`src/sv/non_restoring_divider_top_assert.svh`:
```
// ----------------------------------------------------------------------------
// Assertion macros for the non-restoring divider
// Shared concurrent assertion forms, clocked on clk and reset by rst_n.
// ----------------------------------------------------------------------------
`ifndef NON_RESTORING_DIVIDER_TOP_ASSERT_SVH
`define NON_RESTORING_DIVIDER_TOP_ASSERT_SVH

// Consequent must hold in the same cycle as the antecedent.
`define NRD_ASSERT_SAME(lbl, ante, cons, msg) \
    lbl: assert property (@(posedge clk) disable iff (!rst_n) (ante) |-> (cons)) \
        else $error(msg);

// Consequent must hold in the cycle after the antecedent.
`define NRD_ASSERT_NEXT(lbl, ante, cons, msg) \
    lbl: assert property (@(posedge clk) disable iff (!rst_n) (ante) |=> (cons)) \
        else $error(msg);

`endif

```
`src/sv/nrdiv_pkg.sv`:
```
// ----------------------------------------------------------------------------
// Non-restoring divider package
// Shared constants for the divider cells, correction stage and top level.
// ----------------------------------------------------------------------------
package nrdiv_pkg;

    // Default operand width in bits.
    localparam int DEFAULT_WIDTH = 16;

endpackage

```
`src/sv/nrdiv_cell.sv`:
```
// ----------------------------------------------------------------------------
// Non-restoring divider cell
// One quotient bit per cell: shift, add or subtract the divisor, register.
// ----------------------------------------------------------------------------
`include "non_restoring_divider_top_assert.svh"

module nrdiv_cell #(
    parameter int WIDTH = nrdiv_pkg::DEFAULT_WIDTH
) (
    input  logic             clk,
    input  logic             rst_n,
    input  logic             in_valid,
    output logic             in_ready,
    input  logic [WIDTH:0]   in_a,
    input  logic [WIDTH-1:0] in_q,
    input  logic [WIDTH-1:0] in_m,
    output logic             out_valid,
    input  logic             out_ready,
    output logic [WIDTH:0]   out_a,
    output logic [WIDTH-1:0] out_q,
    output logic [WIDTH-1:0] out_m
);

    logic             valid_reg;
    logic [WIDTH:0]   a_reg;
    logic [WIDTH-1:0] q_reg;
    logic [WIDTH-1:0] m_reg;
    logic [WIDTH:0]   shifted;
    logic [WIDTH:0]   m_ext;
    logic [WIDTH:0]   a_next;
    logic [WIDTH-1:0] q_next;

    // The partial remainder and quotient shift together as one combined value.
    assign shifted = {in_a[WIDTH-1:0], in_q[WIDTH-1]};
    assign m_ext   = {1'b0, in_m};
    assign a_next  = in_a[WIDTH] ? (shifted + m_ext) : (shifted - m_ext);
    assign q_next  = {in_q[WIDTH-2:0], ~a_next[WIDTH]};

    assign in_ready = !valid_reg || out_ready;

    always_ff @(posedge clk or negedge rst_n)
    begin
        if (!rst_n)
        begin
            valid_reg <= 1'b0;
        end
        else if (in_ready)
        begin
            valid_reg <= in_valid;
        end
    end

    always_ff @(posedge clk)
    begin
        if (in_ready && in_valid)
        begin
            a_reg <= a_next;
            q_reg <= q_next;
            m_reg <= in_m;
        end
    end

    assign out_valid = valid_reg;
    assign out_a     = a_reg;
    assign out_q     = q_reg;
    assign out_m     = m_reg;

    `NRD_ASSERT_NEXT(a_cell_hold, valid_reg && !out_ready, valid_reg && $stable(a_reg), "cell dropped a stalled beat")
    `NRD_ASSERT_SAME(a_cell_ready, !valid_reg, in_ready, "empty cell refused a beat")
    `NRD_ASSERT_SAME(a_cell_qbit, valid_reg, q_reg[0] == !a_reg[WIDTH], "quotient bit disagrees with remainder sign")

endmodule

```
`src/sv/nrdiv_fix.sv`:
```
// ----------------------------------------------------------------------------
// Non-restoring divider correction stage
// Adds the divisor back to a negative remainder and holds the result beat.
// ----------------------------------------------------------------------------
`include "non_restoring_divider_top_assert.svh"

module nrdiv_fix #(
    parameter int WIDTH = nrdiv_pkg::DEFAULT_WIDTH
) (
    input  logic             clk,
    input  logic             rst_n,
    input  logic             in_valid,
    output logic             in_ready,
    input  logic [WIDTH:0]   in_a,
    input  logic [WIDTH-1:0] in_q,
    input  logic [WIDTH-1:0] in_m,
    output logic             out_valid,
    input  logic             out_ready,
    output logic [WIDTH-1:0] quotient,
    output logic [WIDTH-1:0] remainder,
    output logic             divide_by_zero
);

    logic             valid_reg;
    logic [WIDTH-1:0] quot_reg;
    logic [WIDTH-1:0] rem_reg;
    logic             dz_reg;
    logic [WIDTH-1:0] rem_next;

    // A zero divisor leaves the dividend in the remainder and all ones in
    // the quotient on its own, so only the flag needs deriving here.
    assign rem_next = in_a[WIDTH] ? (in_a[WIDTH-1:0] + in_m) : in_a[WIDTH-1:0];

    assign in_ready = !valid_reg || out_ready;

    always_ff @(posedge clk or negedge rst_n)
    begin
        if (!rst_n)
        begin
            valid_reg <= 1'b0;
        end
        else if (in_ready)
        begin
            valid_reg <= in_valid;
        end
    end

    always_ff @(posedge clk)
    begin
        if (in_ready && in_valid)
        begin
            quot_reg <= in_q;
            rem_reg  <= rem_next;
            dz_reg   <= (in_m == '0);
        end
    end

    assign out_valid      = valid_reg;
    assign quotient       = quot_reg;
    assign remainder      = rem_reg;
    assign divide_by_zero = dz_reg;

    `NRD_ASSERT_SAME(a_fix_dz, valid_reg && dz_reg, quot_reg == {WIDTH{1'b1}}, "zero divisor without all-ones quotient")
    `NRD_ASSERT_NEXT(a_fix_hold, valid_reg && !out_ready, valid_reg && $stable(rem_reg), "result beat changed while stalled")

endmodule

```
`src/sv/non_restoring_divider_top.sv`:
```
// ----------------------------------------------------------------------------
// Non-restoring unsigned divider, top level
// Stream in dividend and divisor, stream out quotient, remainder and flag.
// ----------------------------------------------------------------------------
// The divider is a chain of WIDTH cells, each producing one quotient bit,
// followed by a correction register that fixes a negative remainder. It
// accepts one beat per clock while the output is not stalled, and returns
// one result beat per input beat, in order, after it passes through the
// cell chain and then the correction register. Every cell forwards its
// beat whenever the cell after it is empty or moving, so bubbles are
// absorbed while the output waits. A zero divisor gives an all-ones
// quotient, the dividend as remainder, and sets the flag in tuser.
// ----------------------------------------------------------------------------
module non_restoring_divider_top #(
    parameter  int WIDTH   = nrdiv_pkg::DEFAULT_WIDTH,
    localparam int TDATA_W = ((2 * WIDTH + 7) / 8) * 8
) (
    input  logic               clk,
    input  logic               rst_n,
    input  logic               s_axis_tvalid,
    output logic               s_axis_tready,
    input  logic [TDATA_W-1:0] s_axis_tdata,  // dividend, divisor, zero fill
    output logic               m_axis_tvalid,
    input  logic               m_axis_tready,
    output logic [TDATA_W-1:0] m_axis_tdata,  // quotient, remainder, zero fill
    output logic               m_axis_tuser   // divide_by_zero
);

    logic [WIDTH:0]   a_s     [0:WIDTH];
    logic [WIDTH-1:0] q_s     [0:WIDTH];
    logic [WIDTH-1:0] m_s     [0:WIDTH];
    logic             valid_s [0:WIDTH];
    logic             ready_s [0:WIDTH];
    logic [WIDTH-1:0] quotient;
    logic [WIDTH-1:0] remainder;

    assign a_s[0]        = '0;
    assign q_s[0]        = s_axis_tdata[WIDTH-1:0];
    assign m_s[0]        = s_axis_tdata[2*WIDTH-1:WIDTH];
    assign valid_s[0]    = s_axis_tvalid;
    assign s_axis_tready = ready_s[0];

    for (genvar i = 0; i < WIDTH; i++)
    begin : g_cell
        nrdiv_cell #(
            .WIDTH(WIDTH)
        ) u_cell (
            .clk      (clk),
            .rst_n    (rst_n),
            .in_valid (valid_s[i]),
            .in_ready (ready_s[i]),
            .in_a     (a_s[i]),
            .in_q     (q_s[i]),
            .in_m     (m_s[i]),
            .out_valid(valid_s[i+1]),
            .out_ready(ready_s[i+1]),
            .out_a    (a_s[i+1]),
            .out_q    (q_s[i+1]),
            .out_m    (m_s[i+1])
        );
    end

    nrdiv_fix #(
        .WIDTH(WIDTH)
    ) u_fix (
        .clk           (clk),
        .rst_n         (rst_n),
        .in_valid      (valid_s[WIDTH]),
        .in_ready      (ready_s[WIDTH]),
        .in_a          (a_s[WIDTH]),
        .in_q          (q_s[WIDTH]),
        .in_m          (m_s[WIDTH]),
        .out_valid     (m_axis_tvalid),
        .out_ready     (m_axis_tready),
        .quotient      (quotient),
        .remainder     (remainder),
        .divide_by_zero(m_axis_tuser)
    );

    assign m_axis_tdata = TDATA_W'({remainder, quotient});

endmodule
```
`config.mk`:
```
export PLATFORM = sky130hd
export DESIGN_NAME = non_restoring_divider_top
export DESIGN_NICKNAME = d
export VERILOG_FILES = /design/src/sv/nrdiv_pkg.sv /design/src/sv/nrdiv_cell.sv /design/src/sv/nrdiv_fix.sv /design/src/sv/non_restoring_divider_top.sv
export VERILOG_INCLUDE_DIRS = /design/src /design/src/sv
export SDC_FILE = /design/constraint.sdc
export NUM_CORES = 1
export LEC_CHECK = 0
export BUFFER_PORTS_ARGS = -buffer_cell sky130_fd_sc_hd__buf_4
export CAP_MARGIN = 20
export CELL_PAD_IN_SITES_DETAIL_PLACEMENT = 1
export CELL_PAD_IN_SITES_GLOBAL_PLACEMENT = 2
export CORE_MARGIN = 1.5
export CORE_UTILIZATION = 42
export CTS_BUF_LIST = sky130_fd_sc_hd__clkbuf_8
export DETAILED_ROUTE_END_ITERATION = 8
export GPL_TIMING_DRIVEN = 0
export PLACE_DENSITY_LB_ADDON = 0.1
export RECOVER_POWER = 25
export SLEW_MARGIN = 20
export SYNTH_ARGS = -nofsm -noshare
export SYNTH_HDL_FRONTEND = slang
export SYNTH_SLANG_ARGS = --single-unit
```
`constraint.sdc`:
```
create_clock -name clk -period 5.05 [get_ports clk]
set_clock_uncertainty 0.1 [all_clocks]
set_input_delay 1.01 -clock clk [delete_from_list [all_inputs] [get_ports clk]]
set_output_delay 1.01 -clock clk [all_outputs]
set_load 0.05 [all_outputs]
```
### Word level (Yosys, flattened, before mapping)

Cells that the tools add are included.
Widths: inputs -> output; s select.

| storage, ports and cells | value |
|---|---|
| bits of input ports | 36 |
| register bits after elaboration | 834 |
| output and inout port bits | 35 |
| word-level logic and storage cells | 184 |

| operators by class | value |
|---|---|
| bitwise operators | 16 |
| muxes and demuxes | 16 |
| reduce and logical (&&, ||, !) cells | 52 |
| add/subtract/negate cells | 32 |

Operators by type and width:

| operator | number |
|---|---|
| $add 17x16->17 | 15 |
| $mux 17 | 15 |
| $sub 17x16->17 | 15 |
| $logic_and 1x1->1 | 17 |
| $logic_not 1->1 | 17 |
| $logic_or 1x1->1 | 17 |
| $sub 1x16->17 | 1 |
| $add 16x16->16 | 1 |
| $logic_not 16->1 | 1 |
| $mux 16 | 1 |
| $not 1->1 | 16 |

### Depth between registers and ports, before layout

| depth | value |
|---|---|
| word-level depth | 19 |
| mapped depth | 15 |
| gate-level depth less buffers | 15 |

### By module

A second synthesis with hierarchy kept.

| unflattened totals | value |
|---|---|
| cell total of the unflattened synthesis | 3,580 |
| area total of the unflattened synthesis | 44,181.1 µm² |

Modules (own cells, without submodules):

| module | area an instance (µm²) | times used | cells an instance | sequential area each (µm²) |
|---|---|---|---|---|
| nrdiv_cell at g_cell[11].u_cell ... | 2,621.3 | 9 | 213 | 1,496.4 |
| nrdiv_cell at g_cell[0].u_cell ... | 2,620.0 | 4 | 210 | 1,496.4 |
| nrdiv_cell at g_cell[9].u_cell | 2,768.9 | 1 | 226 | 1,496.4 |
| nrdiv_cell at g_cell[8].u_cell | 2,656.3 | 1 | 211 | 1,496.4 |
| nrdiv_cell at g_cell[15].u_cell | 2,626.3 | 1 | 210 | 1,496.4 |
| nrdiv_fix | 2,054.5 | 1 | 175 | 1,016.0 |
| non_restoring_divider_top | 3.8 | 1 | 1 | 0.0 |

### Least setup slack after synthesis

OpenSTA, ideal clock, no wires.

| timing path | value |
|---|---|
| kind | input to register |
| from | input port m_axis_tready |
| to | register g_cell[7].u_cell.a_reg[0] (enable) |
| cell stages on the path | 5 |
| library setup time | 0.531 ns |
| path buffers | 0 |
| data required time | 4.419 ns |
| slack | -0.822 ns |
| arrival time | 5.242 ns |
| cells stage by stage | and4b_1 > and3_1 > nand3_1 > nor2_1 > a21boi_0 |

| between the ends | value |
|---|---|
| word-level cells in the longest chain between the ends | 11 |

RTL lines:

| item | RTL line | RTL |
|---|---|---|
| start: declaration | non_restoring_divider_top.sv:24 | `input logic m_axis_tready,` |
| $logic_or 1x1->1 | nrdiv_fix.sv:34 | `assign in_ready = !valid_reg \|\| out_ready;` |
| $logic_or 1x1->1 (9 in series) | nrdiv_cell.sv:39 | `assign in_ready = !valid_reg \|\| out_ready;` |
| $logic_and 1x1->1 | nrdiv_cell.sv:55 | `if (in_ready && in_valid)` |
| end signal: assignment | nrdiv_cell.sv:57 | `a_reg <= a_next;` |
| end: declaration | nrdiv_cell.sv:25 | `logic [WIDTH:0] a_reg;` |

Every way passes these cells.
A chain may end at the register's enable or synchronous reset.

### Final worst setup path

| timing path | value |
|---|---|
| from | register g_cell[13].u_cell.m_reg[2] |
| to | register g_cell[14].u_cell.a_reg[16], data pin |

| between the ends | value |
|---|---|
| word-level cells in the longest chain between the ends | 2 |
| elaborated cells on any way between the ends | 3 |
| those cells by class | 2 x add/sub; 1 x mux |

RTL lines:

| item | RTL line | RTL |
|---|---|---|
| start: declaration | nrdiv_cell.sv:27 | `logic [WIDTH-1:0] m_reg;` |
| start signal: assignment | nrdiv_cell.sv:59 | `m_reg <= in_m;` |
| $sub 17x16->17 / $add 17x16->17 (equally long branches) | nrdiv_cell.sv:36 | `assign a_next = in_a[WIDTH] ? (shifted + m_ext) : (shifted - m_ext);` |
| $mux 17 (*) | nrdiv_cell.sv:36 |  |
| net g_cell[14].u_cell.a_next[16] | nrdiv_cell.sv:30 | `logic [WIDTH:0] a_next;` |
| end signal: assignment | nrdiv_cell.sv:57 |  |
| end: declaration | nrdiv_cell.sv:25 |  |

The timed path passes the listed nets; every way through them passes the cells marked *.

==> summary.txt <==
status -> finished, final reports clean
clock-pin slew on the worst setup and hold paths -> 0.06 ns
Power Density -> 748 nW/um2
Initial DRT Pass Iterations -> 4
total number of vias -> 25700
Post-DP Area -> 44300 um2
Final #Nets -> 3759
Floorplan Core Area -> 98400 um2
CTS Sinks -> 834
antenna violations before repair -> 1
Buf/Inv on CP -> 0
CP Capture Type -> flip-flop
number of distinct library cells after synthesis -> 80
post-synthesis sequential area ratio -> 59.9%
Gate Count Post-Synth -> 3197
Worst Setup Start Kind -> flip-flop
RSZ-0062 raised after global routing -> no
Vias/cell -> 5.32
Worst path max stage delay -> 0.78 ns
worst r2r src -> g_cell[13].u_cell.out_m[2]
simple-gate share of the synthesized area -> 9.03%
Die Span Y -> 318 um
wire per inst -> 19.8 um
Max clock buf depth -> 3
CP arrival -> 5.19 ns
GRT Total Usage -> 19.1%
Placed Instances -> 4572
antenna-violating nets left -> 0
GRT overflow -> 0
synth warn -> 0
Post-Synth XOR/XNOR Area -> 9.34%
crit share post-route -> 94.2%
post-route setup TNS -> 0 ns
final hold vios -> 0
multiplexer area fraction after synthesis -> 0.714%
Final Max Tran Viols -> 0
Die ar. -> 101000 um2
Synth Area in Compound Gates -> 10.9%
slowest stage cell, crit path -> nor4_1
Setup Viol. Count Final -> 0
H-Tree Depth -> 4
MaxCap Viol Count -> 0
TritonCTS clock tree -> done
fillers -> 10100
Min Clock Period, post-route -> 4.76 ns
prevailing post-synth register cell -> edfxtp_1
fin area -> 47000 um2
CP max FO -> 5
# rows -> 115
post-CTS sizing -> 0
Post-synth EDFFs -> 817
CP cell instances -> nor3_1 -> nand2b_1 -> nor4_1 -> nor2_1 -> xor2_1 -> ha_1 -> a2111oi_0 -> o21ai_1 -> a21o_1 -> o311a_1 -> a311oi_1 -> a21oi_1 -> xnor2_1
Clock Tree Root -> clkbuf_8
residual DRC count -> 0
critical path type -> reg2reg
Req. time, crit path -> 5.48 ns
Die X-Extent -> 318 um
Clock Latency Late Sink -> 0.80 ns
layout cells sized above 1 -> 9.65%
Post-DP HPWL -> 73500 um
Port Buf Inserts -> 70
syn_area_per_cell -> 13.0 um2
asr flop ratio synth -> 2.04%
Post-CTS Setup Inserts -> 0
global-route wire length before repair -> 153000 um
pin count of the biggest net entering global routing -> 50
Ports -> 71
Placer Congestion -> 0.841
syn_nets -> 3521
routed wire length -> 95500 um
Num CTS Buffers -> 147
Layout area overhead -> 12.8%
crit-path leading delay family -> compound AO/OA/AOI/OAI gates
CP Launch Point -> g_cell[13].u_cell.out_m[2]
Starting Density -> 42.4%
Adder-Cell Fraction of Synth Area -> 8.93%
Util after Layout -> 47.8%
P_leak -> 17.7 nW
Max rail drop VDD -> 0.272 mV
initial DRC count -> 1132
most frequent cells in the layout -> edfxtp_1 (817), nor2_1 (342), ha_1 (272)
vias in the first global route -> 27700
HP Start -> s_axis_tdata[2]
final std cells w/o fill -> 4831
largest family of logic cells by synthesized area -> compound AO/OA/AOI/OAI gates
relative slew slack -> 32.3%
FF+latch count, synth -> 834
most common cell after layout, fill and taps aside -> edfxtp_1
Tightest Hold Check Type -> in2reg
fmax -> 210 MHz
Worst-Margin Slew -> 1.01 ns
synthesized cell area -> 41700 um2
## layout make-up
class	count	area [um2]	area share (%)
antenna	1	2.50	0.00532
buffer	31	116	0.247
clock buffer	152	2090	4.45
clock inverter	105	626	1.33
inverter	110	413	0.878
multi-input combinational	2222	16300	34.7
sequential	834	25000	53.1
tap	1287	1610	3.42
timing repair buffer	89	896	1.91
## state kept, by name, indices dropped and copies added, names as in the netlist
name	flops
g_cell.u_cell.out_a	272
u_fix.divide_by_zero	1
u_fix.quotient	16
g_cell.u_cell.out_q	256
u_fix.remainder	16
u_fix.out_valid	1
g_cell.u_cell.out_m	256
g_cell.u_cell.out_valid	16
## power by group
group	internal (W)	switching, W	leakage (nW)	total, W
Combinational	0.00728	0.0101	7.97	0.0173
Clock	0.00310	0.00274	1.57	0.00584
Sequential	0.0109	0.00107	8.17	0.0120
## metrics by stage
stage | setup slack, ns | total power, W | hold WS (ns)
2_1_floorplan | 0.305 | 0.0248 | 0.300
3_3_place_gp | -1.10 | 0.0289 | 0.300
3_5_place_dp | 0.329 | 0.0295 | 0.305
4_1_cts | 0.301 | 0.0356 | 0.179
5_1_grt | 0.0958 | 0.0379 | 0.238
6_report | 0.295 | 0.0352 | 0.304
## synthesized netlist by cell type (45+ instances only)
| library cell | instances | area share, % |
|---|---|---|
| inv_1 | 109 | 0.98 |
| xor2_1 | 226 | 4.7 |
| edfxtp_1 | 817 | 59 |
| xnor2_1 | 217 | 4.6 |
| nor2_1 | 342 | 3.1 |
| a21o_1 | 71 | 1.3 |
| ha_1 | 272 | 8.2 |
| a21oi_1 | 238 | 2.9 |
| nor3_1 | 91 | 1.1 |
| o21ai_0 | 86 | 1.0 |
| nand2_1 | 72 | 0.65 |
| nor2b_1 | 45 | 0.68 |
| a31oi_1 | 50 | 0.75 |
## worst paths after layout
path	end	slack, ns	depth (start not counted)
setup / recovery	g_cell[14].u_cell.out_a[16]	0.29	13
hold / removal	g_cell[0].u_cell.out_q[3]	0.30	1
setup reg to reg	g_cell[14].u_cell.out_a[16]	0.29	13
hold reg to reg	g_cell[3].u_cell.out_q[11]	0.31	0
max in group asynchronous	g_cell[15].u_cell.out_valid	4.00	2
min in group asynchronous	g_cell[0].u_cell.out_valid	0.55	2
## layer usage
| layer | vias to the layer above | track usage, % | part of all wire, % |
|---|---|---|---|
| met3 | 138 | 3.06 | 2.8 |
| li1 | 12500 | - | - |
| met2 | 346 | 33.8 | 50 |
| met4 | 0 | 5.70 | 1.8 |
| met5 | - | 0 | 0 |
| met1 | 12700 | 24.1 | 45 |
## timing repair
item	in CTS	in global routing
hold buffers	1	0
setup endpoints to repair	0	0
hold endpoints to repair	17	0
## cells by family (layout without fill, tap and decap cells)
family	Yosys count	after routing
XOR/XNOR	444	444
adder cells (fa/ha/maj)	288	288
AO/OA/AOI/OAI	693	693
AND/OR/NAND/NOR	770	770
other	0	1
flip-flops	834	834
multiplexers	27	27
buffers and inverters	141	487
Power figures use the tool's default switching activity.
